**config.mk**
```make
export PLATFORM = sky130hd
export DESIGN_NAME = sta_lta_event_trigger_unit
export DESIGN_NICKNAME = d
export VERILOG_FILES = /design/src/rtl/slet_pkg.sv /design/src/rtl/sta_lta_event_trigger_unit.sv
export VERILOG_INCLUDE_DIRS = /design/src /design/src/rtl
export SDC_FILE = /design/constraint.sdc
export NUM_CORES = 2
export LEC_CHECK = 0
export BUFFER_PORTS_ARGS = -buffer_cell sky130_fd_sc_hd__buf_4
export CAP_MARGIN = 30
export CORE_MARGIN = 8
export CORE_UTILIZATION = 67
export CTS_BUF_LIST = sky130_fd_sc_hd__clkbuf_4 sky130_fd_sc_hd__clkbuf_8
export CTS_CLUSTER_SIZE = 24
export DETAILED_ROUTE_END_ITERATION = 10
export PLACE_DENSITY = 0.8
export SLEW_MARGIN = 20
export SYNTH_ARGS = -nofsm -noshare
export SYNTH_HDL_FRONTEND = slang
export SYNTH_SLANG_ARGS = --single-unit
export TNS_END_PERCENT = 20
```
**constraint.sdc**
```tcl
create_clock -name clock -period 15.7 [get_ports clock]
set_clock_uncertainty 0.05 [all_clocks]
set_input_delay 0.785 -clock clock [delete_from_list [all_inputs] [get_ports clock]]
set_output_delay 0.785 -clock clock [all_outputs]
set_load 0.03 [all_outputs]
```
**src/rtl/sta_lta_event_trigger_unit_assert.svh**
```systemverilog
// assertion macros included by the trigger unit, sampled on clock, quiet during reset
`ifndef STA_LTA_EVENT_TRIGGER_UNIT_ASSERT_SVH
`define STA_LTA_EVENT_TRIGGER_UNIT_ASSERT_SVH

// same-cycle implication
`define SLET_ASSERT_IMP(label, ante, cons, msg) \
   label: assert property (@(posedge clock) disable iff (reset) (ante) |-> (cons)) \
      else $error(msg);

// next-cycle implication
`define SLET_ASSERT_NEXT(label, ante, cons, msg) \
   label: assert property (@(posedge clock) disable iff (reset) (ante) |=> (cons)) \
      else $error(msg);

`endif

```
**src/rtl/slet_pkg.sv**
```systemverilog
package slet_pkg;

   // default build
   localparam int SHORT_LEN_DEFAULT   = 5;
   localparam int LONG_LEN_DEFAULT    = 20;
   localparam int SAMPLE_BITS_DEFAULT = 16;

   // register file
   localparam int CSR_DATA_BITS  = 16;
   localparam int CSR_INDEX_BITS = 1;

   typedef enum logic [CSR_INDEX_BITS-1:0] {
      CSR_TRIGGER_LEVEL = 1'b0,
      CSR_RELEASE_LEVEL = 1'b1
   } csr_index_type;

   // Q8.8 reset levels: 3.5 and 1.0
   localparam logic [CSR_DATA_BITS-1:0] TRIGGER_LEVEL_RESET = 16'd896;
   localparam logic [CSR_DATA_BITS-1:0] RELEASE_LEVEL_RESET = 16'd256;

   // output field widths
   localparam int SHORT_SUM_BITS = 18;
   localparam int LONG_SUM_BITS  = 20;

   // fraction bits of the threshold levels
   localparam int LEVEL_FRAC_BITS = 8;

endpackage

```
**src/rtl/sta_lta_event_trigger_unit.sv**
```systemverilog
// STA/LTA event trigger. Takes one signed sample per transfer and returns one result
// per sample: the detection state, start and end pulses, a ratio-valid flag and the
// short and long window sums of absolute values. One sample can be taken every cycle
// unless the result channel stalls. Stage one (magnitude and running-sum update
// through the delay line, settled in the cycle the sample is taken) and stage two
// (threshold products and compares with the hysteresis flag) each end in a register.
// An event starts when short_avg / long_avg > trigger_level / 256 and ends when it
// drops below release_level / 256, both compared exactly by cross-multiplication;
// the ratio counts as zero until LONG_LEN samples have been seen or while the long
// sum is zero. Levels must be written through the csr port only while no sample is
// in flight, which the block does not check. No start-up pass after reset: history
// beyond the samples seen so far reads as zero via a fill count.
module sta_lta_event_trigger_unit
   import slet_pkg::*;
#(
   parameter int SHORT_LEN   = SHORT_LEN_DEFAULT,
   parameter int LONG_LEN    = LONG_LEN_DEFAULT,
   parameter int SAMPLE_BITS = SAMPLE_BITS_DEFAULT
) (
   input  logic                       clock,
   input  logic                       reset,

   // sample channel
   input  logic                       req_valid,
   output logic                       req_ready,
   input  logic signed [SAMPLE_BITS-1:0] req_sample,

   // result channel
   output logic                       rsp_valid,
   input  logic                       rsp_ready,
   output logic                       rsp_in_event,
   output logic                       rsp_event_start,
   output logic                       rsp_event_end,
   output logic                       rsp_ratio_valid,
   output logic [SHORT_SUM_BITS-1:0]  rsp_short_sum,
   output logic [LONG_SUM_BITS-1:0]   rsp_long_sum,

   // level registers
   input  logic                       csr_wr_en,
   input  csr_index_type              csr_index,
   input  logic [CSR_DATA_BITS-1:0]   csr_wdata
);

   `include "sta_lta_event_trigger_unit_assert.svh"

   // delay line spans the longer window
   localparam int HIST_LEN = (SHORT_LEN > LONG_LEN) ? SHORT_LEN : LONG_LEN;
   localparam int CNT_BITS = $clog2(HIST_LEN + 1);
   // magnitude of the most negative sample needs all SAMPLE_BITS
   localparam int MAG_BITS = SAMPLE_BITS;
   localparam int SW = SAMPLE_BITS + $clog2(SHORT_LEN + 1);
   localparam int LW = SAMPLE_BITS + $clog2(LONG_LEN + 1);
   // level times SHORT_LEN
   localparam int TW = CSR_DATA_BITS + $clog2(SHORT_LEN + 1);
   // width that holds both sides of the cross-multiplied compare
   localparam int CW = SAMPLE_BITS + CSR_DATA_BITS + LEVEL_FRAC_BITS
                     + $clog2(SHORT_LEN + 1) + $clog2(LONG_LEN + 1);
   localparam int NUM_SCALE = LONG_LEN * (2 ** LEVEL_FRAC_BITS);
   localparam logic [TW-1:0] TRIG_SCALED_RESET = TW'(TRIGGER_LEVEL_RESET * SHORT_LEN);
   localparam logic [TW-1:0] REL_SCALED_RESET  = TW'(RELEASE_LEVEL_RESET * SHORT_LEN);

   // ---------------- level registers ----------------
   // kept premultiplied by SHORT_LEN so stage two has a single product per level
   logic [TW-1:0] trig_scaled_ff, trig_scaled_in;
   logic [TW-1:0] rel_scaled_ff,  rel_scaled_in;

   always_comb begin
      trig_scaled_in = trig_scaled_ff;
      rel_scaled_in  = rel_scaled_ff;
      if (csr_wr_en) begin
         unique case (csr_index)
            CSR_TRIGGER_LEVEL: trig_scaled_in = TW'(csr_wdata) * TW'(SHORT_LEN);
            CSR_RELEASE_LEVEL: rel_scaled_in  = TW'(csr_wdata) * TW'(SHORT_LEN);
            default: ;
         endcase
      end
   end

   always_ff @(posedge clock) begin
      if (reset) begin
         trig_scaled_ff <= TRIG_SCALED_RESET;
         rel_scaled_ff  <= REL_SCALED_RESET;
      end else begin
         trig_scaled_ff <= trig_scaled_in;
         rel_scaled_ff  <= rel_scaled_in;
      end
   end

   // ---------------- flow control ----------------
   logic b_valid_ff, rsp_valid_ff;
   logic out_en, b_en, accept;

   // output register frees when empty or taken; stage two frees when it can move on
   assign out_en    = !rsp_valid_ff || rsp_ready;
   assign b_en      = !b_valid_ff || out_en;
   assign req_ready = b_en;
   assign accept    = req_valid && b_en;

   // ---------------- stage one: magnitude and running sums ----------------
   logic [MAG_BITS-1:0] mag;
   logic [MAG_BITS-1:0] hist_ff [HIST_LEN];
   logic [CNT_BITS-1:0] fill_ff, fill_in;
   logic [SW-1:0]       short_acc_ff, short_acc_in;
   logic [LW-1:0]       long_acc_ff,  long_acc_in;
   logic [MAG_BITS-1:0] tap_short, tap_long;
   logic                ratio_valid_in;

   // two's complement negate; the most negative code maps onto 2^(SAMPLE_BITS-1)
   assign mag = req_sample[SAMPLE_BITS-1] ? (~req_sample + 1'b1) : req_sample;

   // samples that fell out of each window; zero until that far back has been filled
   assign tap_short = (fill_ff >= CNT_BITS'(SHORT_LEN)) ? hist_ff[SHORT_LEN-1] : '0;
   assign tap_long  = (fill_ff >= CNT_BITS'(LONG_LEN))  ? hist_ff[LONG_LEN-1]  : '0;

   assign short_acc_in   = short_acc_ff + SW'(mag) - SW'(tap_short);
   assign long_acc_in    = long_acc_ff  + LW'(mag) - LW'(tap_long);
   assign fill_in        = (fill_ff < CNT_BITS'(HIST_LEN)) ? fill_ff + 1'b1 : fill_ff;
   // long window full with this sample included
   assign ratio_valid_in = (fill_ff >= CNT_BITS'(LONG_LEN - 1));

   always_ff @(posedge clock) begin
      if (reset) begin
         fill_ff      <= '0;
         short_acc_ff <= '0;
         long_acc_ff  <= '0;
      end else if (accept) begin
         fill_ff      <= fill_in;
         short_acc_ff <= short_acc_in;
         long_acc_ff  <= long_acc_in;
      end
   end

   // delay line, newest magnitude at the front
   always_ff @(posedge clock) begin
      if (accept) begin
         hist_ff[0] <= mag;
         for (int k = 1; k < HIST_LEN; k++) begin
            hist_ff[k] <= hist_ff[k-1];
         end
      end
   end

   // stage two holding registers
   logic [SW-1:0] b_short_ff;
   logic [LW-1:0] b_long_ff;
   logic          b_ratio_valid_ff;

   always_ff @(posedge clock) begin
      if (reset) begin
         b_valid_ff <= 1'b0;
      end else if (b_en) begin
         b_valid_ff <= req_valid;
      end
   end

   always_ff @(posedge clock) begin
      if (accept) begin
         b_short_ff       <= short_acc_in;
         b_long_ff        <= long_acc_in;
         b_ratio_valid_ff <= ratio_valid_in;
      end
   end

   // ---------------- stage two: cross-multiplied compare and hysteresis ----------------
   logic [CW-1:0] num, trig_prod, rel_prod;
   logic          ratio_live, start_cond, end_cond;
   logic          detect_ff, detect_in, start_in, end_in;

   // short_sum*LONG_LEN*256 against level*SHORT_LEN*long_sum
   assign num       = CW'(b_short_ff) * CW'(NUM_SCALE);
   assign trig_prod = CW'(trig_scaled_ff) * CW'(b_long_ff);
   assign rel_prod  = CW'(rel_scaled_ff)  * CW'(b_long_ff);

   assign ratio_live = b_ratio_valid_ff && (b_long_ff != '0);
   assign start_cond = ratio_live && (num > trig_prod);
   // ratio taken as zero: it is below the release level unless that level is zero
   assign end_cond   = ratio_live ? (num < rel_prod) : (rel_scaled_ff != '0);

   always_comb begin
      detect_in = detect_ff;
      start_in  = 1'b0;
      end_in    = 1'b0;
      priority if (!detect_ff && start_cond) begin
         detect_in = 1'b1;
         start_in  = 1'b1;
      end else if (detect_ff && end_cond) begin
         detect_in = 1'b0;
         end_in    = 1'b1;
      end
   end

   logic                      rsp_in_event_ff, rsp_start_ff, rsp_end_ff, rsp_ratio_valid_ff;
   logic [SW+SHORT_SUM_BITS-1:0] short_wide;
   logic [LW+LONG_SUM_BITS-1:0]  long_wide;

   // zero-extend first so the field takes the low bits for any window width
   assign short_wide = {{SHORT_SUM_BITS{1'b0}}, b_short_ff};
   assign long_wide  = {{LONG_SUM_BITS{1'b0}}, b_long_ff};

   always_ff @(posedge clock) begin
      if (reset) begin
         detect_ff    <= 1'b0;
         rsp_valid_ff <= 1'b0;
      end else if (out_en) begin
         rsp_valid_ff <= b_valid_ff;
         if (b_valid_ff) begin
            detect_ff <= detect_in;
         end
      end
   end

   always_ff @(posedge clock) begin
      if (out_en && b_valid_ff) begin
         rsp_in_event_ff    <= detect_in;
         rsp_start_ff       <= start_in;
         rsp_end_ff         <= end_in;
         rsp_ratio_valid_ff <= b_ratio_valid_ff;
         rsp_short_sum      <= short_wide[SHORT_SUM_BITS-1:0];
         rsp_long_sum       <= long_wide[LONG_SUM_BITS-1:0];
      end
   end

   assign rsp_valid       = rsp_valid_ff;
   assign rsp_in_event    = rsp_in_event_ff;
   assign rsp_event_start = rsp_start_ff;
   assign rsp_event_end   = rsp_end_ff;
   assign rsp_ratio_valid = rsp_ratio_valid_ff;

   // ---------------- checks ----------------
   `SLET_ASSERT_IMP(a_start_end_excl, rsp_valid && rsp_event_start, !rsp_event_end && rsp_in_event, "start pulse without event state or with end")
   `SLET_ASSERT_IMP(a_end_clears, rsp_valid && rsp_event_end, !rsp_in_event, "end pulse while event still set")
   `SLET_ASSERT_IMP(a_start_needs_window, rsp_valid && rsp_event_start, rsp_ratio_valid, "event started before long window full")
   `SLET_ASSERT_IMP(a_ready_when_empty, !rsp_valid_ff, req_ready, "sample channel stalled with empty output register")
   `SLET_ASSERT_NEXT(a_accept_loads_stage, accept && !b_valid_ff, b_valid_ff, "accepted sample lost before stage two")

endmodule

```
==> results.md <==
* Hold crit path type: in2reg
* Core Region at 0.0699 sq mm
* Total grt overflow at 0
* Family with the most delay on the worst path: adder cells
* Max Clk Rate at 105 MHz
* Ys async rst share at 0%
* Most area-hungry cell type in the Yosys netlist: fa_1
* Initial antenna violation count at 4
* Hold_sp: req_valid
* Type of the worst setup path: reg2reg
* Hold-fix buffer count after cts at 0
* Post-CTS Resized at 0
* Critical-path top delay cell: edfxtp_1
* R2R cell count at 31
* CTS root buf: clkbuf_8
* Final Critical Period at 9.56 ns
* Post-Syn Nets at 5,736
* Via Count at 32,902
* Synth Area in Compound Gates at 6.41%
* Crit path top cell by count: fa_1
* CP startpoint kind: flip-flop
* Reg clk slew, reported paths at 0.06 ns
* Register area at 0.0138 sq mm
* Main combinational cell family by area after synthesis: adder cells
* DR WL/cell at 20.8 um
* Initial DRC Count at 2,805
* First-pass GRT wire length at 185 mm
* Final setup fails at 0
* Pre-antenna DRT Iters at 6
* CTS sink cnt at 489
* Outcome: finished clean
* Unrepaired setup endpoints after global routing: false
* Period utilisation layout at 60.9%
* Remaining antenna violation count at 0
* R2r endpoint: rsp_event_end
* Worst-margin pin slew at 1.11 ns
* Mux contribution to synthesized area at 0.111%
* Critical path's largest stage delay at 0.78 ns
* Synth top cells by count: inv_1 (885), fa_1 (678), nand2_1 (667), edfxtp_1 (403), ha_1 (400)
* Multi-input logic area at 0.0294 sq mm
* Worst skew pair latency at 0.70 ns
* H-tree depth at 3
* Worst hold stages at 3
* Total buffers and inverters traversed by the critical path at 5
* Top post-synthesis cells by area: fa_1 (29%), edfxtp_1 (26%), ha_1 (11%), inv_1 (7.0%), nand2_1 (5.3%)
* Die area at 0.0793 sq mm
* CTS tree: yes
* #FFs+latches synth at 489
* Fraction of layout instances using a drive strength above 1 at 6.22%
* Post-Route WL at 117 mm
* Routed vias/inst at 5.83
* Area share of the largest cell type after synthesis at 28.7%
* Post-Syn Area at 0.0473 sq mm
* Post-Route Setup TNS at 0 ns
* Simple-Gate Fraction of Synth Area at 13.9%
* CP endpoint kind: flip-flop
* Seq/Total Area, Yosys at 29.2%
* I/O Pins at 82
* DIE HEIGHT at 282 um
* Largest net degree at the start of global routing at 166
* Routability cong. at 0.941
* Die Span X at 282 um
* Hpwl dp at 86.0 mm
* Hold Vio Cnt, Final at 0
* All-Layer GR Usage at 30.3%
* Util after Layout at 72.2%
* Nets@finish at 5,750
* CP Max Fanout at 26
* Vias in the first global route at 34,471
* Synthesized-area fraction occupied by adder cells at 39.3%
* Final Max Tran Viols at 0
* Number of setup buffers added after CTS at 0
* Drt drc at 0
* Hold EP: b_valid_ff
* Fillcell total at 5,022
* Distinct cell type count after synthesis at 77
* Layout Area Growth over Synthesis at 6.78%
* Worst EP arrival at 9.92 ns
* Mapped Cells at 4,620
* Worst EP required at 16.07 ns
* Post-synth top flop: edfxtp_1
* Yosys warns at 0
* IO Port Bufs at 81
* Worst slew margin at 25.2%
* Total CTS buffers at 77
* Post-synth EDFFs at 403
* Initial Utilization at 67.6%
* Mean Syn Cell Area at 10.2 sq um
* Standard-cell rows at 97
* R2R setup slack at 6.14 ns
* Clock Tree Buf Depth at 3
* Reg2reg start: b_long_ff[10]
* Max Cap Viol at 0
* XOR/XNOR share of the synthesized area at 2.45%
* Most frequent cell after synthesis: inv_1
[state kept, by name, summed over array words and instances (netlist names)]
| signal | flops |
|---|---|
| rsp_valid | 1 |
| short_acc_ff | 19 |
| rsp_event_start | 1 |
| b_valid_ff | 1 |
| detect_ff | 1 |
| rsp_long_sum | 20 |
| b_ratio_valid_ff | 1 |
| hist_ff | 320 |
| rsp_event_end | 1 |
| rsp_ratio_valid | 1 |
| trig_scaled_ff | 19 |
| rsp_in_event | 1 |
| b_short_ff | 19 |
| fill_ff | 5 |
| long_acc_ff | 21 |
| rsp_short_sum | 18 |
| b_long_ff | 21 |
| rel_scaled_ff | 19 |
[worst max-delay path by stage]
| stage | startpoint | end | slack [ns] | cells after the start |
|---|---|---|---|---|
| after floorplan | rsp_ready | b_long_ff[0] | 3.52 | 5 |
| after global placement | b_long_ff[10] | rsp_event_end | 6.50 | 31 |
| after detailed placement | b_long_ff[10] | rsp_event_end | 6.28 | 31 |
| after CTS | b_long_ff[10] | rsp_event_end | 6.23 | 31 |
| after global routing | b_long_ff[10] | rsp_event_end | 5.58 | 31 |
| final | b_long_ff[10] | rsp_event_end | 6.14 | 31 |
[layout make-up]
type	count	share of cell area, %
diodes	3	0.0149
repair buffers	133	2.26
well taps	940	2.33
inverters	886	6.60
clock buffers	118	2.77
flip-flops and latches	489	27.4
multi-input cells	3047	58.2
clock inverters	25	0.421
[per-stage QoR]
step,setup WS [ns],instance area [sq um],hold slack (ns),instances
2_1_floorplan,3.52,47300,0.350,4620
3_3_place_gp,6.50,48600,0.350,5477
3_5_place_dp,6.28,48700,0.355,5485
4_1_cts,6.23,50300,0.257,5628
5_1_grt,5.58,50500,0.292,5639
6_report,6.14,50500,0.311,5641
[per-layer routing]
layer	share of wire, %	global-route usage (%)	vias up
met5	0	0	-
met4	6.1	16.7	0
met3	10	6.73	353
met2	45	47.4	1581
met1	38	39.3	16363
li1	-	-	14605
[kinds of logic (layout without fill, tap and decap cells)]
family / after synthesis / count (layout)
other: 0 / 3
multiplexers: 5 / 5
AO/OA/AOI/OAI: 468 / 468
XOR/XNOR: 132 / 132
flip-flops: 489 / 489
buffers and inverters: 1084 / 1162
adder cells (fa/ha/maj): 1078 / 1078
AND/OR/NAND/NOR: 1364 / 1364
[worst reg2reg max path, delay by kind of cell, from the launching register on]
family	cells	cell delay [ns]
xor+xnor	1	0.10
flops	1	0.78
fa+ha+maj	8	3.62
simple gates	10	2.08
compound gates	7	1.97
buf+inv	5	0.68
[cells in the final DEF, fill, tap and decap left out, types with 20 or more instances in the layout]
cell type and n:
nor2_1 106, nand2_1 667, ha_1 400, xnor2_1 94, clkbuf_8 82, xor2_1 38
a21oi_1 172, and2_1 375, nor2b_1 26, nor3_1 35, dfxtp_1 86, nand4_1 23
a21o_1 63, nand2b_1 21, a211oi_1 20, edfxtp_1 403, inv_1 885, clkbuf_4 36
nand3_1 30, o21ai_0 70, buf_4 115, fa_1 678
Power is not shown: default switching activity piles up to over one toggle a cycle in this logic, so the estimate is an artifact.
